[config.mk]
export PLATFORM = sky130hd
export DESIGN_NAME = bpu_depth_path
export DESIGN_NICKNAME = d
export VERILOG_FILES = /design/src/design/bpu_pkg.sv /design/src/design/bpu_depth_path.sv
export SDC_FILE = /design/constraint.sdc
export NUM_CORES = 1
export LEC_CHECK = 0
export BUFFER_PORTS_ARGS = -buffer_cell sky130_fd_sc_hd__buf_4
export CAP_MARGIN = 20
export CORE_AREA = 2 2 145 175
export DETAILED_ROUTE_END_ITERATION = 12
export DIE_AREA = 0 0 147 177
export GPL_TIMING_DRIVEN = 0
export PLACE_DENSITY = 0.84
export SYNTH_ARGS = -nofsm -noshare
export SYNTH_HDL_FRONTEND = slang
export SYNTH_SLANG_ARGS = --single-unit
[constraint.sdc]
create_clock -name clk -period 11.5 [get_ports clk]
set_input_delay 2.3 -clock clk [delete_from_list [all_inputs] [get_ports clk]]
set_output_delay 2.3 -clock clk [all_outputs]
set_load 0.02 [all_outputs]
[src/design/bpu_pkg.sv]
// ----------------------------------------------------------------------------
// bpu_pkg
// Shared types and constants for the depth pixel back-projection unit.
// ----------------------------------------------------------------------------
package bpu_pkg;

  // default parameter values
  localparam int COORD_BITS_DEF    = 12;
  localparam int FRACTION_BITS_DEF = 16;

  // fixed field widths
  localparam int DEPTH_W   = 16;
  localparam int PIX_W     = 12;
  localparam int COLOR_W   = 8;
  localparam int PRINC_W   = 16;
  localparam int RECIP_W   = 24;
  localparam int POINT_W   = 24;
  localparam int RECIP_HALF = 12;     // recip split into two 12-bit halves
  localparam int RECIP_FRAC = 24;     // Q0.24 reciprocals
  localparam int PRINC_FRAC = 4;      // Q12.4 principal point
  localparam int Q_SHIFT_HI = 16;     // 28 total after the half split

  // saturation limits of the signed coordinates
  localparam int unsigned POS_MAX     = 8388607;
  localparam int unsigned NEG_MAG_MAX = 8388608;

  // configuration port
  localparam int CFG_IDX_W  = 3;
  localparam int CFG_DATA_W = 24;

  localparam logic [CFG_IDX_W-1:0] REG_PRINCIPAL_X       = 3'd0;
  localparam logic [CFG_IDX_W-1:0] REG_PRINCIPAL_Y       = 3'd1;
  localparam logic [CFG_IDX_W-1:0] REG_RECIP_FOCAL_X     = 3'd2;
  localparam logic [CFG_IDX_W-1:0] REG_RECIP_FOCAL_Y     = 3'd3;
  localparam logic [CFG_IDX_W-1:0] REG_RECIP_DEPTH_SCALE = 3'd4;

  localparam logic [PRINC_W-1:0] PRINCIPAL_X_RST       = 16'd5120;
  localparam logic [PRINC_W-1:0] PRINCIPAL_Y_RST       = 16'd3840;
  localparam logic [RECIP_W-1:0] RECIP_FOCAL_X_RST     = 24'd32388;
  localparam logic [RECIP_W-1:0] RECIP_FOCAL_Y_RST     = 24'd32388;
  localparam logic [RECIP_W-1:0] RECIP_DEPTH_SCALE_RST = 24'd16777;

  // camera intrinsics as held in the register file
  typedef struct packed {
    logic [PRINC_W-1:0] principal_x;
    logic [PRINC_W-1:0] principal_y;
    logic [RECIP_W-1:0] recip_focal_x;
    logic [RECIP_W-1:0] recip_focal_y;
    logic [RECIP_W-1:0] recip_depth_scale;
  } bpu_cfg_t;

  // per-stage load enables of the pipeline
  typedef struct packed {
    logic s1;
    logic s2;
    logic s3;
    logic s4;
  } bpu_ld_t;

  // side data carried alongside the arithmetic
  typedef struct packed {
    logic [COLOR_W-1:0] blue;
    logic [COLOR_W-1:0] green;
    logic [COLOR_W-1:0] red;
    logic               point_valid;
    logic               last_of_frame;
  } bpu_meta_t;

endpackage

[src/design/bpu_depth_path.sv]
// ----------------------------------------------------------------------------
// bpu_depth_path
// Depth to z: one 16x24 multiply, shift to the output fraction, saturate.
// ----------------------------------------------------------------------------
module bpu_depth_path #(
  parameter int FRACTION_BITS = bpu_pkg::FRACTION_BITS_DEF
) (
  input  logic                        clk,
  input  bpu_pkg::bpu_ld_t            ld,
  input  logic [bpu_pkg::DEPTH_W-1:0] raw_depth,
  input  logic [bpu_pkg::RECIP_W-1:0] recip_depth_scale,
  output logic [bpu_pkg::POINT_W-1:0] z_s1,
  output logic [bpu_pkg::POINT_W-1:0] z_out
);

  localparam int PROD_W = bpu_pkg::DEPTH_W + bpu_pkg::RECIP_W;
  localparam int ZSHIFT = bpu_pkg::RECIP_FRAC - FRACTION_BITS;

  logic [PROD_W-1:0]           prod1_r;
  logic [PROD_W-1:0]           prod1_nxt;
  logic [PROD_W-1:0]           shifted;
  logic [bpu_pkg::POINT_W-1:0] z2_r;
  logic [bpu_pkg::POINT_W-1:0] z3_r;
  logic [bpu_pkg::POINT_W-1:0] z4_r;

  // stage 1: raw product
  assign prod1_nxt = PROD_W'(raw_depth) * PROD_W'(recip_depth_scale);

  // stage 1 output: drop fraction bits and clamp to 24 bits
  assign shifted = prod1_r >> ZSHIFT;
  assign z_s1 = (|shifted[PROD_W-1:bpu_pkg::POINT_W]) ? {bpu_pkg::POINT_W{1'b1}}
                                                       : shifted[bpu_pkg::POINT_W-1:0];
  assign z_out = z4_r;

  always_ff @(posedge clk) begin
    if (ld.s1) prod1_r <= prod1_nxt;
    if (ld.s2) z2_r    <= z_s1;
    if (ld.s3) z3_r    <= z2_r;
    if (ld.s4) z4_r    <= z3_r;
  end

endmodule

Word-level counts from Yosys, hierarchy flattened

Index checks and enable logic that the tools add are counted.

Flip-flop bits (word level): 112
Input port bits: 45
Output and inout port bits: 48
Logic and storage cells: 7

$mul: 1
Multiplexer cells: 1
Reductions and logical operators: 1

Operators with widths:

| kind            | count |
|---|---|
| $mul 16x24->40  | 1 |
| $mux 24         | 1 |
| $reduce_or 8->1 | 1 |

Longest topological paths before layout

Word-level depth: 2
Gate-level depth with buffers: 23
Depth with buffers taken out: 21

Worst setup path after synthesis

Ideal clock, no wire load.

Kind: input port to flip-flop
Start point: in recip_depth_scale[14] in the netlist's numbering
End point: reg prod1_r[33], data pin
Setup time: 255 ps
Data arrival time: 7502 ps
Required time: 11245 ps
Slack: 3743 ps
Stages on the path: 21
Path buffers: 1
Cell sequence: clkbuf_1 > nand2_1 > fa_1 > inv_1 > fa_1 > inv_1 > fa_1 > inv_1 > fa_1 > fa_1 > inv_1 > fa_1 > inv_1 > ha_1 > a21oi_1 > o21ai_0 > a32oi_1 > o21ai_1 > a21o_1 > or4_1 > and3_1

Word-level cells in the longest chain between the ends: 1

Ends and longest elaborated chain:

| item                    | line                 | RTL |
|---|---|---|
| from (decl)             | bpu_depth_path.sv:11 | `input logic [bpu_pkg::RECIP_W-1:0] recip_depth_scale,` |
| $mul 16x24->40          | bpu_depth_path.sv:27 | `assign prod1_nxt = PROD_W'(raw_depth) * PROD_W'(recip_depth_scale);` |
| named net prod1_nxt[33] | bpu_depth_path.sv:20 | `logic [PROD_W-1:0] prod1_nxt;` |
| to (signal assigned)    | bpu_depth_path.sv:36 | `if (ld.s1) prod1_r <= prod1_nxt;` |
| to (decl)               | bpu_depth_path.sv:19 | `logic [PROD_W-1:0] prod1_r;` |

The timed path passes the listed nets, and every way through them passes these cells.
A chain may end at the register's enable or synchronous reset.

Final worst setup path

Start point: in raw_depth[5] in the netlist's numbering
End point: reg prod1_r[38], data pin

Word-level cells in the longest chain between the ends: 1

Ends and longest elaborated chain:

| item                    | line                 | RTL |
|---|---|---|
| from (decl)             | bpu_depth_path.sv:10 | `input logic [bpu_pkg::DEPTH_W-1:0] raw_depth,` |
| $mul 16x24->40          | bpu_depth_path.sv:27 |  |
| named net prod1_nxt[38] | bpu_depth_path.sv:20 |  |

The timed path passes the listed nets, and every way through them passes these cells.

==> results.yml <==
status:
  status: "finished, final reports clean"
timing:
  tightest_slew_margin_relative_to_the_limit_pct: 44.9
  slew_violations: 0
  min_period_over_period_pct: 73.4
  timing.final.hold_violations: 0
  fin_worst_skew_ns: 0.00872
  setup_total_neg_slack_ns: 0
  setup_viol: 0
  clock.fmax_ghz: 0.118
  rsz0062_at_grt: "no"
  worst_pin_slew_ns: 0.826
  post-route-min-period_ns: 8.44
clocking:
  tritoncts: "built"
  post_cts.resized_instances: 0
  cts_root_buf: "clkbuf_16"
  path_clk_slew_ns: 0.07
  cts_post_setup_buffers_inserted: 0
  clock_sink_count: 104
  post_cts_hold_buffer_count: 0
  clk_latency_ns: 0.34
  clock_tree.htree_level_count: 3
  numCtsBuffers: 9
  ctsLongestPathBuffers: 2
route:
  dr_total_vias: 11500
  antenna_left: 0
  met3_wirelength_um: 3320
  detail_route.vias_per_cell: 5.70
  dr.max_layer_used: "met4"
  route.final.wire_length_um: 39200
  post_drt_wl_per_cell_um: 19.4
  met2_length_um: 19800
  dr.first_iter.drc_count: 984
  drc_errors: 0
  drt_pre_antenna_iters: 5
  wirelength_met1_um: 13200
logic_synthesis:
  avgSynthCellArea_um2: 9.88
  synth_enable_flop_cells: 104
  synth.net_count: 2040
  synth.cells.most_frequent: "357 x inv_1, 305 x fa_1, 237 x nand2_1"
  yosys.cell_types.count: 46
  synthesis.area_um2: 15600
  synthTopCellsByArea: "fa_1 39%, edfxtp_1 20%, ha_1 8.7%"
  leading_cell_type_by_number_of_instances_after_synthesis: "inv_1"
  synthArstFlopShare_pct: 0
  yosys_warnings: 0
  synth.ff_latch_count: 104
  synthDominantCellAreaShare_pct: 39.1
  synth.yosys.seq_area_share_pct: 20.0
  netlist.top_cell.by_area: "fa_1"
  synthCells: 1581
  ys_dominant_reg_cell: "edfxtp_1"
critical_path:
  maximum_fanout_along_the_worst_path: 10
  path_class: "in -> reg"
  worstSetupEndpointType: "flip-flop"
  critical_path.startpoint_type: "input port"
  worst-endpoint-arrival_ns: 8.52
  worst-endpoint-required_ns: 11.58
  ff2ff_setup_slack_ns: 9.67
global_routing:
  antenna_found_initial: 2
  grt_pass1_vias: 12200
  groute.usage.overall_pct: 31.5
  grt_overflow: 0
  global_route_wire_length_before_repair_um: 62000
  grt_max_degree: 33
layout:
  fin_nets: 2143
  multi_input_comb_area_um2: 10900
  final-seq-area_um2: 3120
  layout-drive-gt1-share_pct: 8.23
  syn_to_final_growth_pct: 8.96
  nFillCells: 1840
placement:
  buffer_ports.inserted: 92
  globalplace.congestion: 0.990
  detailed_place_hpwl_um: 32000
die:
  die_h_um: 177
  start_util_pct: 63.9
  io-pin-count: 93
  chipWidth_um: 147
  num_rows: 63
  coreArea_um2: 24400
  area_enclosed_by_the_die_boundary_um2: 26000
hold_path:
  hold_class: "reg -> reg"
run:
  cap_viol_max_count: 0
[cells in the final DEF (no fill, tap or decap), types with 3 or more instances in the layout]
cell type,count
o21bai_1,7
nor3_1,4
nand3_1,10
o21ai_0,17
diode_2,3
nor2_1,22
xor2_1,9
or2_2,25
fa_1,305
nand2_1,237
a21oi_1,36
nand4_1,10
and2_1,175
xnor2_1,21
inv_1,357
a31oi_1,5
buf_4,92
and4_1,3
o21a_1,4
a21o_1,12
and3_1,4
buf_2,3
edfxtp_1,104
clkbuf_1,68
ha_1,109
clkbuf_16,9
nand2b_1,5
[cells by family after synthesis]
logic type,synth area share [%]
AOI/OAI and AO/OA,4.22
xor gates and xnor gates,1.68
adders and majority gates,47.8
buffers and inverters,10.3
DFF,20.0
and+or+nand+nor,16.0
[state kept, by name, indices dropped and copies added (netlist names)]
signal,cells
prod1_r,32
z2_r,24
z3_r,24
z_out,24
[layout make-up]
type                       instances  share of cell area [%]
antenna                            3                  0.0441
timing repair buffer              92                    4.06
sequential                       104                    18.4
clock buffer                       9                    1.32
multi-input combinational       1049                    64.0
clock inverter                     7                   0.404
tap                              325                    2.39
buffer                            71                    1.59
inverter                         357                    7.87
[final timing paths]
kind | endpoint | startpoint | cells past startpoint
worst max register to register | z2_r[20] | prod1_r[37] | 4
worst min-delay path | z3_r[13] | z2_r[13] | 0
worst max-delay path | prod1_r[38] | raw_depth[5] | 23
worst min register to register | z3_r[13] | z2_r[13] | 0
[critical path, stage by stage]
cell and delay, ns:
buf_4 0.17, clkbuf_1 0.52, nand2_1 0.18, fa_1 0.55
inv_1 0.05, fa_1 0.39, fa_1 0.54, inv_1 0.06
fa_1 0.53, inv_1 0.04, fa_1 0.48, inv_1 0.05
fa_1 0.55, inv_1 0.06, ha_1 0.27, clkbuf_1 0.21
a21o_1 0.22, nand2_1 0.07, nand2_1 0.06, a221o_1 0.37
a211oi_1 0.51, a21oi_1 0.17, xor2_1 0.16
[layer usage]
metal / track usage [%] / vias to the layer above
met5: 0 / -
met4: 18.6 / 0
met3: 5.85 / 158
met2: 54.5 / 598
met1: 36.7 / 5783
li1: - / 4962
[per-stage QoR]
step                      utilization [%]  instance area [um^2]  hold slack [ns]  worst slack (ns)  cells
final                                69.6                 17000            0.416              3.06   2017
after global routing                 69.6                 17000            0.417              2.76   2014
after CTS                            69.6                 17000            0.417              3.14   2014
after detailed placement             68.4                 16700            0.405              2.78   1998
after global placement               68.4                 16700            0.401              2.90   1998
after floorplan                         -                 15600            0.400              3.74   1581
Power is not shown: default switching activity piles up to over one toggle a cycle in this logic, so the estimate is an artifact.
