File: src/design/bpu_pkg.sv
// ----------------------------------------------------------------------------
// bpu_pkg
// Shared types and constants for the depth pixel back-projection unit.
// ----------------------------------------------------------------------------
package bpu_pkg;

  // default parameter values
  localparam int COORD_BITS_DEF    = 12;
  localparam int FRACTION_BITS_DEF = 16;

  // fixed field widths
  localparam int DEPTH_W   = 16;
  localparam int PIX_W     = 12;
  localparam int COLOR_W   = 8;
  localparam int PRINC_W   = 16;
  localparam int RECIP_W   = 24;
  localparam int POINT_W   = 24;
  localparam int RECIP_HALF = 12;     // recip split into two 12-bit halves
  localparam int RECIP_FRAC = 24;     // Q0.24 reciprocals
  localparam int PRINC_FRAC = 4;      // Q12.4 principal point
  localparam int Q_SHIFT_HI = 16;     // 28 total after the half split

  // saturation limits of the signed coordinates
  localparam int unsigned POS_MAX     = 8388607;
  localparam int unsigned NEG_MAG_MAX = 8388608;

  // configuration port
  localparam int CFG_IDX_W  = 3;
  localparam int CFG_DATA_W = 24;

  localparam logic [CFG_IDX_W-1:0] REG_PRINCIPAL_X       = 3'd0;
  localparam logic [CFG_IDX_W-1:0] REG_PRINCIPAL_Y       = 3'd1;
  localparam logic [CFG_IDX_W-1:0] REG_RECIP_FOCAL_X     = 3'd2;
  localparam logic [CFG_IDX_W-1:0] REG_RECIP_FOCAL_Y     = 3'd3;
  localparam logic [CFG_IDX_W-1:0] REG_RECIP_DEPTH_SCALE = 3'd4;

  localparam logic [PRINC_W-1:0] PRINCIPAL_X_RST       = 16'd5120;
  localparam logic [PRINC_W-1:0] PRINCIPAL_Y_RST       = 16'd3840;
  localparam logic [RECIP_W-1:0] RECIP_FOCAL_X_RST     = 24'd32388;
  localparam logic [RECIP_W-1:0] RECIP_FOCAL_Y_RST     = 24'd32388;
  localparam logic [RECIP_W-1:0] RECIP_DEPTH_SCALE_RST = 24'd16777;

  // camera intrinsics as held in the register file
  typedef struct packed {
    logic [PRINC_W-1:0] principal_x;
    logic [PRINC_W-1:0] principal_y;
    logic [RECIP_W-1:0] recip_focal_x;
    logic [RECIP_W-1:0] recip_focal_y;
    logic [RECIP_W-1:0] recip_depth_scale;
  } bpu_cfg_t;

  // per-stage load enables of the pipeline
  typedef struct packed {
    logic s1;
    logic s2;
    logic s3;
    logic s4;
  } bpu_ld_t;

  // side data carried alongside the arithmetic
  typedef struct packed {
    logic [COLOR_W-1:0] blue;
    logic [COLOR_W-1:0] green;
    logic [COLOR_W-1:0] red;
    logic               point_valid;
    logic               last_of_frame;
  } bpu_meta_t;

endpackage

File: src/design/bpu_axis_path.sv
// ----------------------------------------------------------------------------
// bpu_axis_path
// One lateral axis: offset from principal point, times z, times 1/f (split
// into two 12-bit halves), truncate toward zero and saturate to 24 bits.
// ----------------------------------------------------------------------------
module bpu_axis_path #(
  parameter int COORD_BITS = bpu_pkg::COORD_BITS_DEF
) (
  input  logic                               clk,
  input  bpu_pkg::bpu_ld_t                   ld,
  input  logic [bpu_pkg::PIX_W-1:0]          coord,
  input  logic [bpu_pkg::PRINC_W-1:0]        principal,
  input  logic [bpu_pkg::RECIP_W-1:0]        recip,
  input  logic [bpu_pkg::POINT_W-1:0]        z_s1,
  output logic signed [bpu_pkg::POINT_W-1:0] coord_out
);

  localparam int C4_W   = COORD_BITS + bpu_pkg::PRINC_FRAC;
  localparam int OFF_W  = (C4_W > bpu_pkg::PRINC_W) ? C4_W : bpu_pkg::PRINC_W;
  localparam int MAG_W  = OFF_W + bpu_pkg::POINT_W;
  localparam int PP_W   = MAG_W + bpu_pkg::RECIP_HALF;
  localparam int SUM_W  = PP_W + 1;
  localparam int Q_W    = SUM_W - bpu_pkg::Q_SHIFT_HI;
  localparam int HALF   = bpu_pkg::RECIP_HALF;

  logic [COORD_BITS-1:0]       coord_c;
  logic [OFF_W-1:0]            c4;
  logic [OFF_W-1:0]            pe;
  logic                        neg1_nxt;
  logic [OFF_W-1:0]            off1_nxt;
  logic                        neg1_r;
  logic [OFF_W-1:0]            off1_r;
  logic                        neg2_r;
  logic [MAG_W-1:0]            mag2_r;
  logic                        neg3_r;
  logic [PP_W-1:0]             lo3_r;
  logic [PP_W-1:0]             hi3_r;
  logic [SUM_W-1:0]            sum;
  logic [Q_W-1:0]              q;
  logic [bpu_pkg::POINT_W-1:0] res4_nxt;
  logic [bpu_pkg::POINT_W-1:0] res4_r;

  // stage 1: signed offset as sign and magnitude, Q.4
  assign coord_c  = COORD_BITS'(coord);
  assign c4       = OFF_W'({coord_c, {bpu_pkg::PRINC_FRAC{1'b0}}});
  assign pe       = OFF_W'(principal);
  assign neg1_nxt = c4 < pe;
  assign off1_nxt = neg1_nxt ? (pe - c4) : (c4 - pe);

  // stage 4: recombine halves, drop 28 fraction bits, saturate, apply sign
  assign sum = SUM_W'(hi3_r) + SUM_W'(lo3_r >> HALF);
  assign q   = sum[SUM_W-1:bpu_pkg::Q_SHIFT_HI];

  always_comb begin
    if (neg3_r) begin
      if (q > Q_W'(bpu_pkg::NEG_MAG_MAX)) begin
        res4_nxt = bpu_pkg::POINT_W'(bpu_pkg::NEG_MAG_MAX);
      end else begin
        res4_nxt = bpu_pkg::POINT_W'(0) - q[bpu_pkg::POINT_W-1:0];
      end
    end else begin
      if (q > Q_W'(bpu_pkg::POS_MAX)) begin
        res4_nxt = bpu_pkg::POINT_W'(bpu_pkg::POS_MAX);
      end else begin
        res4_nxt = q[bpu_pkg::POINT_W-1:0];
      end
    end
  end

  assign coord_out = signed'(res4_r);

  // pipeline registers
  always_ff @(posedge clk) begin
    if (ld.s1) begin
      neg1_r <= neg1_nxt;
      off1_r <= off1_nxt;
    end
    if (ld.s2) begin
      neg2_r <= neg1_r;
      mag2_r <= MAG_W'(off1_r) * MAG_W'(z_s1);
    end
    if (ld.s3) begin
      neg3_r <= neg2_r;
      lo3_r  <= PP_W'(mag2_r) * PP_W'(recip[HALF-1:0]);
      hi3_r  <= PP_W'(mag2_r) * PP_W'(recip[bpu_pkg::RECIP_W-1:HALF]);
    end
    if (ld.s4) begin
      res4_r <= res4_nxt;
    end
  end

endmodule

File: config.mk
export PLATFORM = sky130hd
export DESIGN_NAME = bpu_axis_path
export DESIGN_NICKNAME = d
export VERILOG_FILES = /design/src/design/bpu_pkg.sv /design/src/design/bpu_axis_path.sv
export SDC_FILE = /design/constraint.sdc
export NUM_CORES = 2
export LEC_CHECK = 0
export ABC_CLOCK_PERIOD_IN_PS = 11000
export BUFFER_PORTS_ARGS = -buffer_cell sky130_fd_sc_hd__buf_2
export CAP_MARGIN = 20
export CELL_PAD_IN_SITES_DETAIL_PLACEMENT = 0
export CELL_PAD_IN_SITES_GLOBAL_PLACEMENT = 1
export CORE_MARGIN = 3
export CORE_UTILIZATION = 52
export DETAILED_ROUTE_END_ITERATION = 8
export GPL_ROUTABILITY_DRIVEN = 0
export PLACE_DENSITY_LB_ADDON = 0.1
export SKIP_LAST_GASP = 1
export SYNTH_ARGS = -nofsm -noshare
export SYNTH_HDL_FRONTEND = slang
export SYNTH_SLANG_ARGS = --single-unit
File: constraint.sdc
create_clock -name clk -period 11 [get_ports clk]
set_input_delay 3.3 -clock clk [delete_from_list [all_inputs] [get_ports clk]]
set_output_delay 3.3 -clock clk [all_outputs]
set_load 0.01 [all_outputs]
Word level (Yosys, flattened, before mapping)
Cells that the tools add are included.
- bits in registers: 187
- input port bits: 81
- output and inout bits: 24
- word-level logic and storage cells: 22
- $add $sub $neg: 4
- multiply operators: 3
- magnitude comparators: 3
- multiplexer cells: 4
- operators by type and width (operator ; count):
    40-bit by 12-bit multiplier with 52-bit output ; 2
    24-bit two-way mux ; 3
    52-bit by 40-bit adder with 53-bit output ; 1
    16-bit by 24-bit multiplier with 40-bit output ; 1
    37-bit by 23-bit > comparator with 1-bit output (second input constant) ; 1
    37-bit by 24-bit > comparator with 1-bit output (second input constant) ; 1
    16-bit subtractor ; 2
    1-bit by 24-bit subtractor with 24-bit output (first input constant) ; 1
    16-bit less-than comparator ; 1
    16-bit two-way mux ; 1

Logic depth before layout (Yosys ltp)
- depth after elaboration: 4
- gate-level depth with buffers: 26
- gate-level depth less buffers: 25

Worst setup path after synthesis
Ideal clock, no wire load.
- kind: in2reg
- start point: in z_s1[14] (netlist bit)
- end point: reg mag2_r[39] (data pin)
- setup time: 259 ps
- data arrival time: 9077 ps
- data required time: 10741 ps
- slack: 1664 ps
- cell stages on the path: 25
- buffers on the path: 1
- path through: clkbuf_1 nand2_1 fa_1 inv_1 fa_1 inv_1 fa_1 inv_1 fa_1 fa_1 inv_1 fa_1 inv_1 ha_1 a21o_1 a21oi_1 o221ai_1 a22oi_1 a21oi_1 o22ai_1 o21ai_0 a211o_1 a211oi_1 o21bai_1 xnor2_1
- cells in the longest elaborated chain, start to end: 1
- RTL lines (item ; RTL line ; source):
    start: declaration ; bpu_axis_path.sv:14 ; input logic [bpu_pkg::POINT_W-1:0] z_s1,
    16-bit by 24-bit multiplier with 40-bit output ; bpu_axis_path.sv:80 ; mag2_r <= MAG_W'(off1_r) * MAG_W'(z_s1);
    end signal: assignment ; bpu_axis_path.sv:80 ;
    end: declaration ; bpu_axis_path.sv:34 ; logic [MAG_W-1:0] mag2_r;
No other way between the ends.
A chain may end at the register's enable or synchronous reset.

Worst setup path after layout
- start point: in recip[8] (netlist bit)
- end point: reg lo3_r[47] (data pin)
- cells in the longest elaborated chain, start to end: 1
- RTL lines (item ; RTL line ; source):
    start: declaration ; bpu_axis_path.sv:13 ; input logic [bpu_pkg::RECIP_W-1:0] recip,
    40-bit by 12-bit multiplier with 52-bit output ; bpu_axis_path.sv:84 ; lo3_r <= PP_W'(mag2_r) * PP_W'(recip[HALF-1:0]);
    end signal: assignment ; bpu_axis_path.sv:84 ;
    end: declaration ; bpu_axis_path.sv:36 ; logic [PP_W-1:0] lo3_r;
No other way between the ends.

==> reports/qor.csv <==
metric,value,unit
die-area,102000,um^2
grt_antenna_before_repair,6,
grt_pass1_vias,40071,
post-cts-setup-buffer-count,0,
grt_use_total,27.6,%
hold_buffers,0,
setup-violations-final,0,
timing_worst_setup_path_type,in2reg,
slowest_delay,0.60,ns
status,finished clean,
cts_resized,0,
skew,0.0282,ns
core-area,96900,um^2
maxSlewHeadroom,20.0,%
synth_fp_nets,7177,
synthTopCellsByArea,"fa_1 42%, edfxtp_1 10%, inv_1 9.0%, ha_1 8.7%, nand2_1 7.0%",
worstSetupStartpointType,input port,
drc,0,
synth_most_common_cell,inv_1,
firstDrtPassIters,5,
syn_inst,5678,
fmax,0.102,GHz
arrival,10.01,ns
tritoncts,yes,
die_h,319,um
grt_max_degree,68,
overflow,0,
post_drt_via_cell_ratio,5.40,
fin_crit_sh,88.7,%
synth_edf_count,175,
min_path_type,reg2reg,
synth.largest_area_cell,fa_1,
hold_viol_final,0,
cp.required,11.25,ns
area_delta_synth_final,4.76,%
cts_buffer_depth,2,
synthTopCellsByCount,"1226 x inv_1, 1066 x fa_1, 953 x nand2_1, 526 x and2_1, 352 x ha_1",
syn_avg_cell_area,8.97,um^2
finalInstanceArea,53300,um^2
placed_area,52600,um^2
fin_hold_ws,0.487,ns
final_nets,7113,
dieWidth,319,um
fin_setup_tns,0,ns
synth.cell_area,50900,um^2
dp_hpwl,110,mm
ys_seq_area_share,10.3,%
path_common_cell,fa_1,
drtIter0Drc,2017,
ys_seq_elements,175,
tightest_slew,1.20,ns
yosysWarnings,0,
synth.distinct_cells,96,
portBuffers,104,
clk_latency,0.51,ns
drive_gt1_share,4.66,%
finalMaxSlewViolations,0,
io_pins,105,
end_kind,flop,
cts_root_buf,clkbuf_16,
row_count,114,
synthFlopType,edfxtp_1,
crit_path_cell_trace,buf_2 > nand2_1 > fa_1 > inv_1 > fa_1 > fa_1 > fa_1 > inv_1 > fa_1 > inv_1 > ha_1 > and2_1 > a2111oi_0 > a2111o_1 > a31oi_1 > a31oi_1 > o2111ai_1 > a31o_2 > a311oi_1 > o31a_1 > xnor2_1,
h-tree-depth,4,
cp_slowest_cell,a311oi_1,
clock_sinks,175,
layout_min_cycle_time,9.76,ns
drt_wl_total,135,mm
start_util,52.6,%
via_count,37273,
wl_per_cell,19.6,um
drv_cap,0,
path_max_fanout,29,
ant_nets,0,
ys_async_sr_fraction,0,%
numCtsBuffers,17,
path_clk_slew,0.09,ns
rsz0062_at_grt,false,
synth.top_cell.area_share,41.9,%
grt_pass1_wl,221,mm
## path summary, 6_finish.rpt
kind	start	endpoint	slack (ns)	depth (start not counted)
worst min register to register	neg1_r	neg2_r	0.49	0
worst max register to register	off1_r[7]	mag2_r[39]	3.51	24
worst max-delay path	recip[8]	lo3_r[47]	1.24	21
worst min-delay path	neg1_r	neg2_r	0.49	0
## cells in the final DEF (no fill, tap or decap), types with 9 or more instances in the layout
master	synthesis	routed
a31oi_1	35	35
a211oi_1	28	28
a2111oi_0	9	9
clkbuf_16	0	17
nand2b_1	23	23
o211ai_1	15	15
o21ai_0	76	76
nand2_1	953	953
and3_1	26	26
edfxtp_1	175	175
o21bai_1	27	27
ha_1	352	352
nor2b_1	14	14
o21a_1	21	21
inv_1	1226	1226
a21o_1	84	84
a21oi_1	154	154
or2_2	13	13
and2_1	526	526
fa_1	1066	1066
buf_2	5	103
xnor2_1	92	92
nand4_1	29	29
nor2_1	126	126
xor2_1	57	57
nor3_1	45	45
o31ai_1	10	10
nand3_1	49	49
buf_4	1	71
## kinds of logic after synthesis
logic type,Yosys count,share of synthesized area [%]
compound gates,575,7.70
xor+xnor,152,2.68
fa+ha+maj,1418,50.6
buf+inv,1491,11.0
flops,175,10.3
mux,14,0.297
simple gates,1853,17.4
## critical path, delay by kind of cell
family / cells / cell delay [ns]
simple gates: 2 / 0.34
fa+ha+maj: 6 / 2.77
xor+xnor: 1 / 0.06
compound gates: 8 / 2.83
buf+inv: 4 / 0.70
## registers in the layout, summed over array words and instances, names as in the netlist
name,count
hi3_r,52
lo3_r,40
mag2_r,40
coord_out,24
off1_r,16
neg1_r,1
neg2_r,1
neg3_r,1
## through the flow
step	setup WS (ns)	utilization (%)	std cells
floorplan	1.66	-	5678
global placement	0.803	54.3	6864
detailed placement	0.718	54.3	6866
CTS	1.26	54.9	6898
global route	0.920	55.1	6903
finish	1.24	55.1	6906
## area by class of cell
type	instances	area (um^2)
timing repair buffer	181	1200
clock inverter	14	195
sequential	175	5260
tap	1276	1600
multi-input combinational	4012	40000
clock buffer	18	429
antenna	3	7.51
fill	8914	43500
inverter	1227	4610
## metal layers
metal	up-vias	GRT usage (%)	wire (um)
met5	-	0	27
met4	4	8.21	4010
met3	189	3.85	7260
met2	986	46.1	64300
met1	18950	37.6	59600
li1	17144	-	-
Power is left out: the tool's default activity adds up to more than one toggle a clock period on the data nets, which glitch-free logic cannot reach.
