===== src/design/bpu_pkg.sv =====
// ----------------------------------------------------------------------------
// bpu_pkg
// Shared types and constants for the depth pixel back-projection unit.
// ----------------------------------------------------------------------------
package bpu_pkg;

  // default parameter values
  localparam int COORD_BITS_DEF    = 12;
  localparam int FRACTION_BITS_DEF = 16;

  // fixed field widths
  localparam int DEPTH_W   = 16;
  localparam int PIX_W     = 12;
  localparam int COLOR_W   = 8;
  localparam int PRINC_W   = 16;
  localparam int RECIP_W   = 24;
  localparam int POINT_W   = 24;
  localparam int RECIP_HALF = 12;     // recip split into two 12-bit halves
  localparam int RECIP_FRAC = 24;     // Q0.24 reciprocals
  localparam int PRINC_FRAC = 4;      // Q12.4 principal point
  localparam int Q_SHIFT_HI = 16;     // 28 total after the half split

  // saturation limits of the signed coordinates
  localparam int unsigned POS_MAX     = 8388607;
  localparam int unsigned NEG_MAG_MAX = 8388608;

  // configuration port
  localparam int CFG_IDX_W  = 3;
  localparam int CFG_DATA_W = 24;

  localparam logic [CFG_IDX_W-1:0] REG_PRINCIPAL_X       = 3'd0;
  localparam logic [CFG_IDX_W-1:0] REG_PRINCIPAL_Y       = 3'd1;
  localparam logic [CFG_IDX_W-1:0] REG_RECIP_FOCAL_X     = 3'd2;
  localparam logic [CFG_IDX_W-1:0] REG_RECIP_FOCAL_Y     = 3'd3;
  localparam logic [CFG_IDX_W-1:0] REG_RECIP_DEPTH_SCALE = 3'd4;

  localparam logic [PRINC_W-1:0] PRINCIPAL_X_RST       = 16'd5120;
  localparam logic [PRINC_W-1:0] PRINCIPAL_Y_RST       = 16'd3840;
  localparam logic [RECIP_W-1:0] RECIP_FOCAL_X_RST     = 24'd32388;
  localparam logic [RECIP_W-1:0] RECIP_FOCAL_Y_RST     = 24'd32388;
  localparam logic [RECIP_W-1:0] RECIP_DEPTH_SCALE_RST = 24'd16777;

  // camera intrinsics as held in the register file
  typedef struct packed {
    logic [PRINC_W-1:0] principal_x;
    logic [PRINC_W-1:0] principal_y;
    logic [RECIP_W-1:0] recip_focal_x;
    logic [RECIP_W-1:0] recip_focal_y;
    logic [RECIP_W-1:0] recip_depth_scale;
  } bpu_cfg_t;

  // per-stage load enables of the pipeline
  typedef struct packed {
    logic s1;
    logic s2;
    logic s3;
    logic s4;
  } bpu_ld_t;

  // side data carried alongside the arithmetic
  typedef struct packed {
    logic [COLOR_W-1:0] blue;
    logic [COLOR_W-1:0] green;
    logic [COLOR_W-1:0] red;
    logic               point_valid;
    logic               last_of_frame;
  } bpu_meta_t;

endpackage


===== src/design/bpu_cfg_if.sv =====
// ----------------------------------------------------------------------------
// bpu_cfg_if
// Configuration write channel: valid/ready, register index and data word.
// ----------------------------------------------------------------------------
interface bpu_cfg_if;
  logic                           valid;
  logic                           ready;
  logic [bpu_pkg::CFG_IDX_W-1:0]  index;
  logic [bpu_pkg::CFG_DATA_W-1:0] data;

  modport source (output valid, index, data, input ready);
  modport sink   (input valid, index, data, output ready);
endinterface


===== src/design/bpu_cfg_regs.sv =====
// ----------------------------------------------------------------------------
// bpu_cfg_regs
// Register file for the camera intrinsics; always ready for a write word.
// ----------------------------------------------------------------------------
module bpu_cfg_regs (
  input  logic              clk,
  input  logic              rst_n,
  bpu_cfg_if.sink           cfg_write,
  output bpu_pkg::bpu_cfg_t cfg
);

  bpu_pkg::bpu_cfg_t cfg_r;
  bpu_pkg::bpu_cfg_t cfg_nxt;

  assign cfg_write.ready = 1'b1;
  assign cfg = cfg_r;

  // decode one write word; unknown indexes are dropped
  always_comb begin
    cfg_nxt = cfg_r;
    if (cfg_write.valid) begin
      case (cfg_write.index)
        bpu_pkg::REG_PRINCIPAL_X:
          cfg_nxt.principal_x = cfg_write.data[bpu_pkg::PRINC_W-1:0];
        bpu_pkg::REG_PRINCIPAL_Y:
          cfg_nxt.principal_y = cfg_write.data[bpu_pkg::PRINC_W-1:0];
        bpu_pkg::REG_RECIP_FOCAL_X:
          cfg_nxt.recip_focal_x = cfg_write.data[bpu_pkg::RECIP_W-1:0];
        bpu_pkg::REG_RECIP_FOCAL_Y:
          cfg_nxt.recip_focal_y = cfg_write.data[bpu_pkg::RECIP_W-1:0];
        bpu_pkg::REG_RECIP_DEPTH_SCALE:
          cfg_nxt.recip_depth_scale = cfg_write.data[bpu_pkg::RECIP_W-1:0];
        default: cfg_nxt = cfg_r;
      endcase
    end
  end

  always_ff @(posedge clk) begin
    if (!rst_n) begin
      cfg_r.principal_x       <= bpu_pkg::PRINCIPAL_X_RST;
      cfg_r.principal_y       <= bpu_pkg::PRINCIPAL_Y_RST;
      cfg_r.recip_focal_x     <= bpu_pkg::RECIP_FOCAL_X_RST;
      cfg_r.recip_focal_y     <= bpu_pkg::RECIP_FOCAL_Y_RST;
      cfg_r.recip_depth_scale <= bpu_pkg::RECIP_DEPTH_SCALE_RST;
    end else begin
      cfg_r <= cfg_nxt;
    end
  end

endmodule


===== src/flat_wrapper.sv =====
// flat-port wrapper written by rule: the top's interface ports become plain ports
module bpu_cfg_regs_flat 
  (clk, rst_n, cfg, cfg_write_valid, cfg_write_index, cfg_write_data, cfg_write_ready);
  bpu_cfg_if cfg_write_i ();
  input  logic clk;
  input  logic rst_n;
  output bpu_pkg::bpu_cfg_t cfg;
  input wire logic [$bits(cfg_write_i.valid)-1:0] cfg_write_valid;
  input wire logic [$bits(cfg_write_i.index)-1:0] cfg_write_index;
  input wire logic [$bits(cfg_write_i.data)-1:0] cfg_write_data;
  output wire logic [$bits(cfg_write_i.ready)-1:0] cfg_write_ready;
  assign cfg_write_i.valid = cfg_write_valid;
  assign cfg_write_i.index = cfg_write_index;
  assign cfg_write_i.data = cfg_write_data;
  assign cfg_write_ready = cfg_write_i.ready;
  bpu_cfg_regs u_core (.clk(clk), .rst_n(rst_n), .cfg_write(cfg_write_i), .cfg(cfg));
endmodule

===== config.mk =====
export PLATFORM = sky130hd
export DESIGN_NAME = bpu_cfg_regs_flat
export DESIGN_NICKNAME = d
export VERILOG_FILES = /design/src/design/bpu_pkg.sv /design/src/design/bpu_cfg_if.sv /design/src/design/bpu_cfg_regs.sv /design/src/flat_wrapper.sv
export SDC_FILE = /design/constraint.sdc
export NUM_CORES = 1
export LEC_CHECK = 0
export ABC_AREA = 1
export BUFFER_PORTS_ARGS = -buffer_cell sky130_fd_sc_hd__clkbuf_2
export CORE_MARGIN = 2
export CORE_UTILIZATION = 45
export DETAILED_ROUTE_END_ITERATION = 12
export PLACE_DENSITY = 0.75
export SLEW_MARGIN = 20
export SYNTH_ARGS = -nofsm -noshare
export SYNTH_HDL_FRONTEND = slang
export SYNTH_SLANG_ARGS = --single-unit

===== constraint.sdc =====
create_clock -name clk -period 1.95 [get_ports clk]
set_input_delay 0.195 -clock clk [delete_from_list [all_inputs] [get_ports clk]]
set_output_delay 0.195 -clock clk [all_outputs]
set_load 0.005 [all_outputs]

# == Yosys cells after proc, flatten, opt, wreduce, memory -nomap -nowiden ==
# Cells that the tools add are included.
# op_classes
addsub,0
multipliers,0
div_mod_pow,0
magnitude_cmp,0
eq_ne,4
shift,0
n_mux,0
bitwise,0
reduce_logical,6
# ops
operator,count
$reduce_and A2 Y1,5
$eq A3 B2 Y1 const B,2
$eq A3 B1 Y1 const B,1
$eq A3 B3 Y1 const B,1
$logic_not A3 Y1,1
# word_totals
regBits,104
latch_bits,0
mem_bits_rw,0
romBits,0
inputBits,30
out_inout_bits,105
word_cells,15
n_memories,0

# == Logic depth before layout (Yosys ltp) ==
# Gate-level depths: netlist (run 1).
# logic_depth
depth_word,2
ltp_mapped,6

# == Worst setup path before layout (run 1) ==
# OpenSTA, ideal clock, no wires.
# synth_timing
kind,input -> register
start,input rst_n
end,"register u_core.cfg_r, in the netlist u_core.cfg[100]"
setup_time_ns,0.130
arrival_time_ns,0.806
required_ns,1.820
path_slack_ns,1.014
stages,4
n_path_buf,3
cell_sequence,buf_2 buf_4 clkbuf_1 nand3_1
# synth_rtl
element,line_no,source
"start, declared",flat_wrapper.sv:6,input logic rst_n;
"end signal, assigned",bpu_cfg_regs.sv:46,cfg_r <= cfg_nxt;
"end, declared",bpu_cfg_regs.sv:12,bpu_pkg::bpu_cfg_t cfg_r;
# No word-level cell between the ends.

# == Worst setup path after layout (run 1) ==
# layout_timing
start,input cfg_write_valid
end,"register u_core.cfg_r, in the netlist u_core.cfg[0]"
# layout_via
elab_chain_cells,1
# layout_rtl
element,line_no,source
"start, declared",flat_wrapper.sv:8,input wire logic [$bits(cfg_write_i.valid)-1:0] cfg_write_valid;
$reduce_and A2 Y1 (no source line),n/a,
# Every way passes these cells.
# A chain may end at the register's enable or synchronous reset.

==> metrics.yaml, run 1 <==
clocking:
  numCtsBuffers: 9
  insertion_delay_ps: 350
  cts-root-buf: "clkbuf_8"
  cts_buffer_depth: 2
  clock_sinks: 104
  cts_tree: "done"
  cts_resized: 0
  cts_max_level: 3
  cts_setup_buffers: 0
  clk_pin_slew_ps: 90
  cts-hold-fix-buffers: 0
critical_path:
  crit_arrival_ps: 1410
  cp_num_cells: 6
  worst-path-buf-inv: 2
  cp_max_fo: 20
  worstPathRequired_ps: 2170
  r2r.worst_path.cells: 2
  end_kind: "register"
  path_cells: "clkbuf_2 > nand2_1 > inv_1 > nand2_1 > nand2_1 > nand3_1"
  cpLargestDelayFamily: "buffers and inverters"
  startpoint_type: "primary input"
  crit_top_cell: "nand2_1"
  critical_path_class: "primary input to register"
  cp_slowest_cell: "inv_1"
  critPathMaxStageDelay_ps: 500
logic_synthesis:
  syn-num-nets: 608
  syn_inst: 578
  ys_ff_latch: 104
  avgSynthCellArea_um2: 7.16
  yosysWarnings: 0
  yosysUniqueCellTypes: 16
  synth.cell_area_um2: 4140
  seq_area_frac_synth_pct: 50.3
cells_and_area:
  nNetsFinal: 728
  nFillCells: 863
  stdcell_count: 810
  largest_register_ff_count: 104
  area_growth_syn_to_layout_pct: 20.6
  post-route-cell-area_um2: 4990
  multiInputGateArea_um2: 1730
  diodes: 0
  final-seq-area_um2: 2080
  finalCoreUtilization_pct: 56.7
  drive_above_1_share_pct: 24.2
detailed_routing:
  route.vias.total: 4091
  dr.first_iter.drc_count: 197
  totalWireLength_um: 11500
  drtAntennaViolNets: 0
  wl_per_cell_um: 14.1
  drc: 0
  viasPerCell: 5.05
  firstDrtPassIters: 5
timing:
  maxSlewHeadroom_pct: 57.0
  rsz0062_at_grt: "no"
  fin_crit_sh_pct: 60.9
  fin_tns_setup_ps: 0
  hold_viol_final: 0
  tightest_slew_ps: 644
  timing.fmax_mhz: 842
  timing.final.max_slew_violations: 0
  period_minus_slack_ps: 1190
  finalClockSkew_ps: 0
  setup_viol: 0
floorplanning:
  die_w_um: 99.9
  core_um2: 8810
  die_area_um2: 9980
  die_h_um: 99.9
  row_count: 34
  start_util_pct: 47.0
  ios: 135
hold_path:
  hold_class: "primary input to register"
  holdPathStages: 3
grt:
  grt_pass1_wl_um: 18200
  grt.total_usage_pct: 23.0
  grt_max_degree: 44
  antenna_found_initial: 0
  grt_overflow_total: 0
  grt_pass1_vias: 3861
placed_design:
  hpwl_um: 8280
  globalplace.congestion: 0.825
  io_buffer_count: 133
  place_area_um2: 4820
  dp_cells: 795
run_status:
  outcome: "completed"
pwr:
  peakVddDrop_uv: 370
  power.density_nw_per_um2: 786
  p_leak_nw: 2.50
run:
  max_cap_violations: 0
-- per-stage QoR --
stage | power (mW) | worst slack (ps) | hold WS [ps]
floorplan | 2.56 | 1010 | 308
global placement | 2.74 | 495 | 418
detailed placement | 2.75 | 426 | 439
CTS | 3.94 | 808 | 65.1
global route | 4.09 | 630 | 71.5
finish | 3.92 | 763 | 72.7
-- per-layer routing --
metal	vias up	GRT usage (%)	part of all wire [%]
met4	0	8.32	2.4
met1	1854	29.8	44
met2	191	37.3	46
met5	-	0	0
met3	23	5.71	8.0
li1	2023	-	-
-- cells in the mapped netlist --
library cell | instances | share of area (%)
nor2_1 | 155 | 14
nand2_1 | 141 | 13
dfxtp_1 | 104 | 50
nand3_1 | 103 | 12
inv_1 | 26 | 2.4
buf_2 | 13 | 1.6
buf_4 | 11 | 2.0
clkbuf_1 | 6 | 0.54
nor2_4 | 6 | 1.6
buf_6 | 4 | 1.1
inv_2 | 3 | 0.27
nor2_2 | 2 | 0.30
buf_1 | 1 | 0.091
conb_1 | 1 | 0.091
nand2_4 | 1 | 0.27
nand3b_1 | 1 | 0.18
-- layout by cell type, fill, tap and decap left out --
master,count
nand2_4,1
clkinvlp_4,1
nor2_2,2
buf_4,11
nor2_1,155
clkinv_2,2
buf_12,1
clkbuf_1,1
nand3b_1,1
nand2_1,141
inv_1,26
nand3_1,103
conb_1,1
clkbuf_2,132
dfxtp_1,104
nor2_4,6
clkbuf_8,11
inv_2,3
-- logic make-up (layout without fill, tap and decap cells) --
family / Yosys count / in the layout / share of synthesized area, %
other: 1 / 1 / 0.0906
buffers and inverters: 64 / 188 / 7.92
and+or+nand+nor: 409 / 409 / 41.7
DFF: 104 / 104 / 50.3
-- worst reg2reg max path, cell delays in order (launching register included) --
cell     delay [ps]
dfxtp_1         360
nor2_1           60
nor2_1          140
-- area by class of cell --
class / instances / share of cell area [%]
clock buffer: 12 / 3.11
clock inverter: 3 / 0.351
inverter: 29 / 2.18
multi-input combinational: 410 / 34.6
sequential: 104 / 41.7
tap: 108 / 2.71
timing repair buffer: 144 / 15.3
-- worst paths after layout --
path | end | start | slack (ps)
setup / recovery | u_core.cfg[0] | cfg_write_valid | 760
hold reg to reg | u_core.cfg[38] | u_core.cfg[38] | 480
hold / removal | u_core.cfg[3] | cfg_write_data[3] | 70
setup reg to reg | u_core.cfg[46] | u_core.cfg[46] | 1330
-- power breakdown --
group | total (mW) | internal (mW) | switching [mW]
sequential | 2.24 | 2.20 | 0.0437
clock | 1.22 | 0.525 | 0.696
combinational | 0.461 | 0.170 | 0.290
total | 3.92 | 2.89 | 1.03
No activity file was read; power rests on OpenSTA's default activity.
==> run 2, diff against run 1 <==
==> constraint.sdc (replaced) <==
create_clock -name clk -period 1.1 [get_ports clk]
set_input_delay 0.11 -clock clk [delete_from_list [all_inputs] [get_ports clk]]
set_output_delay 0.11 -clock clk [all_outputs]
set_load 0.005 [all_outputs]
==> metrics.yaml, run 2 (same netlist as run 1, synthesis figures left out) <==
detailed_routing:
  wl_per_cell_um: 13.9  # -2.1%
  drtAntennaViolNets: 0  # unchanged
  totalWireLength_um: 11500  # unchanged
  drc: 0  # unchanged
  viasPerCell: 5.00  # -0.91%
  firstDrtPassIters: 5  # unchanged
  route.vias.total: 4139  # +1.2%
  dr.first_iter.drc_count: 237  # +20%
timing:
  hold_viol_final: 0  # unchanged
  fin_tns_setup_ps: 0  # unchanged
  timing.final.max_slew_violations: 0  # unchanged
  rsz0062_at_grt: "no"
  timing.fmax_mhz: 1000
  period_minus_slack_ps: 999
  fin_crit_sh_pct: 90.8
  setup_viol: 0  # unchanged
  worst_hold_slack_ps: 14.9  # -57.8 ps
  finalClockSkew_ps: 0  # unchanged
grt:
  grt_pass1_vias: 3800  # -1.6%
  grt_pass1_wl_um: 18500  # +1.5%
  grt_max_degree: 35  # -20%
  grt.total_usage_pct: 23.4  # +0.43 points
  grt_overflow_total: 0  # unchanged
  antenna_found_initial: 0  # unchanged
placed_design:
  dp_cells: 808  # +1.6%
  globalplace.congestion: 0.875  # +6.1%
  hpwl_um: 8510  # +2.8%
  io_buffer_count: 133  # unchanged
pwr:
  cell_internal_pwr_mw: 5.37  # +86%
  power.density_nw_per_um2: 1380  # +76%
  p_clk_share_pct: 33.0  # +1.9 points
  sw_frac_of_total_pct: 26.1  # -0.13 points
  p_comb_share_pct: 12.3  # +0.6 points
  peakVddDrop_uv: 897  # +140%
  p_leak_nw: 2.63  # +5.1%
  pwr-share-seq_pct: 54.7  # -2.4 points
  switchingPower_mw: 1.90  # +84%
clocking:
  cts_tree: "done"
  numCtsBuffers: 9  # unchanged
  clock_sinks: 104  # unchanged
  clk_pin_slew_ps: 90  # about the same
  cts-root-buf: "clkbuf_8"
  cts_setup_buffers: 0  # unchanged
  cts_buffer_depth: 2  # unchanged
  insertion_delay_ps: 360  # about the same
  cts_max_level: 3  # unchanged
floorplanning:
  die_w_um: 99.9  # unchanged
  start_util_pct: 47.0  # unchanged
  ios: 135  # unchanged
  die_area_um2: 9980  # unchanged
  core_um2: 8810  # unchanged
  die_h_um: 99.9  # unchanged
  row_count: 34  # unchanged
cells_and_area:
  stdcell_count: 827  # +2.1%
  final-seq-area_um2: 2080  # unchanged
  drive_above_1_share_pct: 25.6  # +1.4 points
  largest_register_ff_count: 104  # unchanged
  nNetsFinal: 745  # +2.3%
  final_cell_mix: "nor2_1, nand2_1, clkbuf_2, dfxtp_1, nand3_1"
  area_growth_syn_to_layout_pct: 27.1
  nFillCells: 816  # -5.4%
  multiInputGateArea_um2: 1730  # unchanged
  diodes: 0  # unchanged
  layout_commonest_cell: "nor2_1"
hold_path:
  hold_class: "primary input to register"
critical_path:
  cp_slowest_cell: "dfxtp_1"
  critPathMaxStageDelay_ps: 390  # -110 ps
  path_cells: "clkbuf_2"
  worstPathRequired_ps: 990  # -1180 ps
  cpLargestDelayFamily: "flip-flops"
  startpoint_type: "register"
  crit_arrival_ps: 890  # -520 ps
  critical_path_class: "register to output pin"
  end_kind: "output pin"
  worst-path-buf-inv: 1  # -1
  cp_max_fo: 2  # -90%
run:
  max_cap_violations: 0  # unchanged
run_status:
  outcome: "completed"
run 2: power groups by stage:
stage	Sequential, mW	Clock, mW	Combinational [mW]
floorplan	4.06	0	0.481
global placement	4.05	0	0.860
detailed placement	4.06	0	0.880
CTS	3.97	2.43	0.894
global route	3.99	2.55	1.00
finish	3.97	2.40	0.893
run 2: worst paths after layout:
kind,startpoint,end,slack (ps),depth (start not counted)
worst min register to register,u_core.cfg[36],u_core.cfg[36],470,2
worst min-delay path,cfg_write_data[14],u_core.cfg[14],10,3
worst max register to register,u_core.cfg[56],u_core.cfg[56],470,2
worst max-delay path,u_core.cfg[56],cfg[56],100,1
run 2: per-layer routing:
layer  vias up  part of all wire (%)  routed length (µm)  GRT usage (%)
met3        19                   8.3                 953           6.55
met1      1879                    42                4800           30.2
li1       2060                     -                   -              -
met4         0                   2.0                 231           7.59
met5         -                     0                   0              0
met2       181                    48                5470           38.1
run 2: repair_timing:
| item | CTS | global route |
|---|---|---|
| hold buffers | 4 | 0 |
| hold endpoints to repair | 5 | 0 |
| gates resized for setup | 0 | 0 |
run 2: layout make-up:
cell class	instances	area share, %
repair buffers	161	19.3
inverters	29	2.07
flip-flops and latches	104	39.6
multi-input cells	410	32.9
clock inverters	5	1.07
clock buffers	10	2.62
well taps	108	2.57
run 2: through the flow:
step / total power, mW / worst slack, ps / area (µm²) / util, %
after floorplan: 4.54 / 249 / 4140 / -
after global placement: 4.91 / 62.6 / 5030 / 57.1
after detailed placement: 4.94 / -17.0 / 5030 / 57.1
after CTS: 7.29 / 102 / 5260 / 59.8
after global routing: 7.53 / 55.1 / 5260 / 59.8
final: 7.26 / 101 / 5260 / 59.8
==> run 3, diff against run 2 <==
--- a/config.mk
+++ b/config.mk
@@ -7,7 +7,6 @@
 export LEC_CHECK = 0
 export ABC_AREA = 1
 export BUFFER_PORTS_ARGS = -buffer_cell sky130_fd_sc_hd__clkbuf_2
-export CORE_MARGIN = 2
 export CORE_UTILIZATION = 45
 export DETAILED_ROUTE_END_ITERATION = 12
 export PLACE_DENSITY = 0.75
==> metrics.yaml, run 3 (same netlist as run 1, synthesis figures left out) <==
placed_design:
  dp_cells: 810  # +0.25%
  place_ws_ps: -30.4  # -13.4 ps
  globalplace.congestion: 0.837  # -4.3%
  place_area_um2: 5030  # about the same
  io_buffer_count: 133  # unchanged
  hpwl_um: 8450  # -0.73%
cells_and_area:
  post-route-cell-area_um2: 5280  # +0.31%
  nNetsFinal: 746  # +0.13%
  diodes: 0  # unchanged
  finalCoreUtilization_pct: 59.9  # +0.18 points
  drive_above_1_share_pct: 25.9  # +0.35 points
  layout_commonest_cell: "nor2_1"
  largest_register_ff_count: 104  # unchanged
  nFillCells: 806  # -1.2%
  stdcell_count: 829  # +0.24%
  area_growth_syn_to_layout_pct: 27.5
  multiInputGateArea_um2: 1730  # unchanged
  final-seq-area_um2: 2080  # unchanged
  final_cell_mix: "nor2_1, nand2_1, clkbuf_2, dfxtp_1, nand3_1"
timing:
  setup_viol: 0  # unchanged
  setup_slack_ps: 120  # +19.7 ps
  timing.final.max_slew_violations: 0  # unchanged
  rsz0062_at_grt: "no"
  fin_tns_setup_ps: 0  # unchanged
  hold_viol_final: 0  # unchanged
  finalClockSkew_ps: 0  # unchanged
  period_minus_slack_ps: 980  # -19.7 ps
  fin_crit_sh_pct: 89.1  # -1.8 points
  timing.fmax_mhz: 1020  # +2.0%
  worst_hold_slack_ps: 20.1  # +5.23 ps
critical_path:
  r2r_slack_ps: 490  # +20 ps
  startpoint_type: "register"
  cpLargestDelayFamily: "flip-flops"
  cp_slowest_cell: "dfxtp_1"
  cp_num_cells: 1  # unchanged
  r2r-end: "u_core.cfg[85]"
  cp_max_fo: 2  # unchanged
  r2r-start: "u_core.cfg[85]"
  critical_path_class: "register to output pin"
  critPathMaxStageDelay_ps: 380  # about the same
  path_cells: "clkbuf_2"
  endpoint: "cfg[53]"
  crit_arrival_ps: 870  # -20 ps
  worst-path-buf-inv: 1  # unchanged
  r2r.worst_path.cells: 2  # unchanged
  crit_start: "u_core.cfg[53]"
  end_kind: "output pin"
  worstPathRequired_ps: 990  # about the same
floorplanning:
  die_h_um: 97.9  # -2.0%
  start_util_pct: 47.0  # unchanged
  core_um2: 8810  # unchanged
  die_w_um: 97.9  # -2.0%
  ios: 135  # unchanged
  row_count: 34  # unchanged
  die_area_um2: 9590  # -4.0%
grt:
  antenna_found_initial: 0  # unchanged
  grt.total_usage_pct: 24.4  # +0.95 points
  grt_pass1_vias: 3770  # -0.79%
  grt_max_degree: 40  # +14%
  grt_overflow_total: 0  # unchanged
  grt_pass1_wl_um: 18500  # about the same
clocking:
  cts_max_level: 3  # unchanged
  cts-hold-fix-buffers: 3  # -1
  cts-root-buf: "clkbuf_8"
  cts_resized: 0  # unchanged
  numCtsBuffers: 9  # unchanged
  insertion_delay_ps: 360  # about the same
  cts_tree: "done"
  clk_pin_slew_ps: 100  # about the same
  cts_setup_buffers: 0  # unchanged
  cts_buffer_depth: 2  # unchanged
  clock_sinks: 104  # unchanged
detailed_routing:
  route.vias.total: 4153  # +0.34%
  drc: 10  # +10
  drtAntennaViolNets: 0  # unchanged
  viasPerCell: 5.01  # about the same
  totalWireLength_um: 11500  # about the same
  wl_per_cell_um: 13.8  # -0.17%
  firstDrtPassIters: 9  # +4
  dr.first_iter.drc_count: 264  # +11%
run_status:
  failed_checks: "design-rule violations"
  outcome: "finished, violations left"
hold_path:
  hold_class: "primary input to register"
pwr:
  power.density_nw_per_um2: 1410  # +2.5%
  power_mw: 7.47  # +2.8%
  p_leak_nw: 2.64  # +0.35%
  peakVddDrop_uv: 746  # -17%
run:
  max_cap_violations: 0  # unchanged
-- run 3: cell types whose count changed in the layout (fill, tap and decap cells not counted), sizes merged --
cell / before / now
buf: 25 / 27
clkbuf: 142 / 141
clkinvlp: 1 / 2
bufinv: 1 / 2
dlygate4sd3: 4 / 3
-- run 3: layout make-up --
cell class	count	share of cell area, %
clock buffers	9	2.35
clock inverters	7	1.78
inverters	29	2.06
multi-input cells	410	32.8
flip-flops and latches	104	39.4
well taps	108	2.56
repair buffers	162	19.1
-- run 3: metal layers --
metal  global-route usage, %  part of all wire, %
met4                    6.76                  1.6
met5                       0                    0
met2                    39.9                   46
met1                    31.7                   44
met3                    6.37                  7.6
-- run 3: worst min-delay path by stage --
stage | startpoint | to | slack, ps | depth (start not counted)
6_report | cfg_write_data[8] | u_core.cfg[8] | 20 | 3
5_1_grt | cfg_write_data[8] | u_core.cfg[8] | 10 | 3
4_1_cts | cfg_write_data[8] | u_core.cfg[8] | 7 | 3
3_5_place_dp | cfg_write_data[3] | u_core.cfg[3] | 350 | 3
3_3_place_gp | cfg_write_data[0] | u_core.cfg[0] | 330 | 3
2_1_floorplan | cfg_write_data[0] | u_core.cfg[0] | 220 | 2
-- run 3: where the power goes --
group	internal [mW]	switching, mW
registers	3.90	0.0745
clock network	1.28	1.32
logic	0.364	0.529
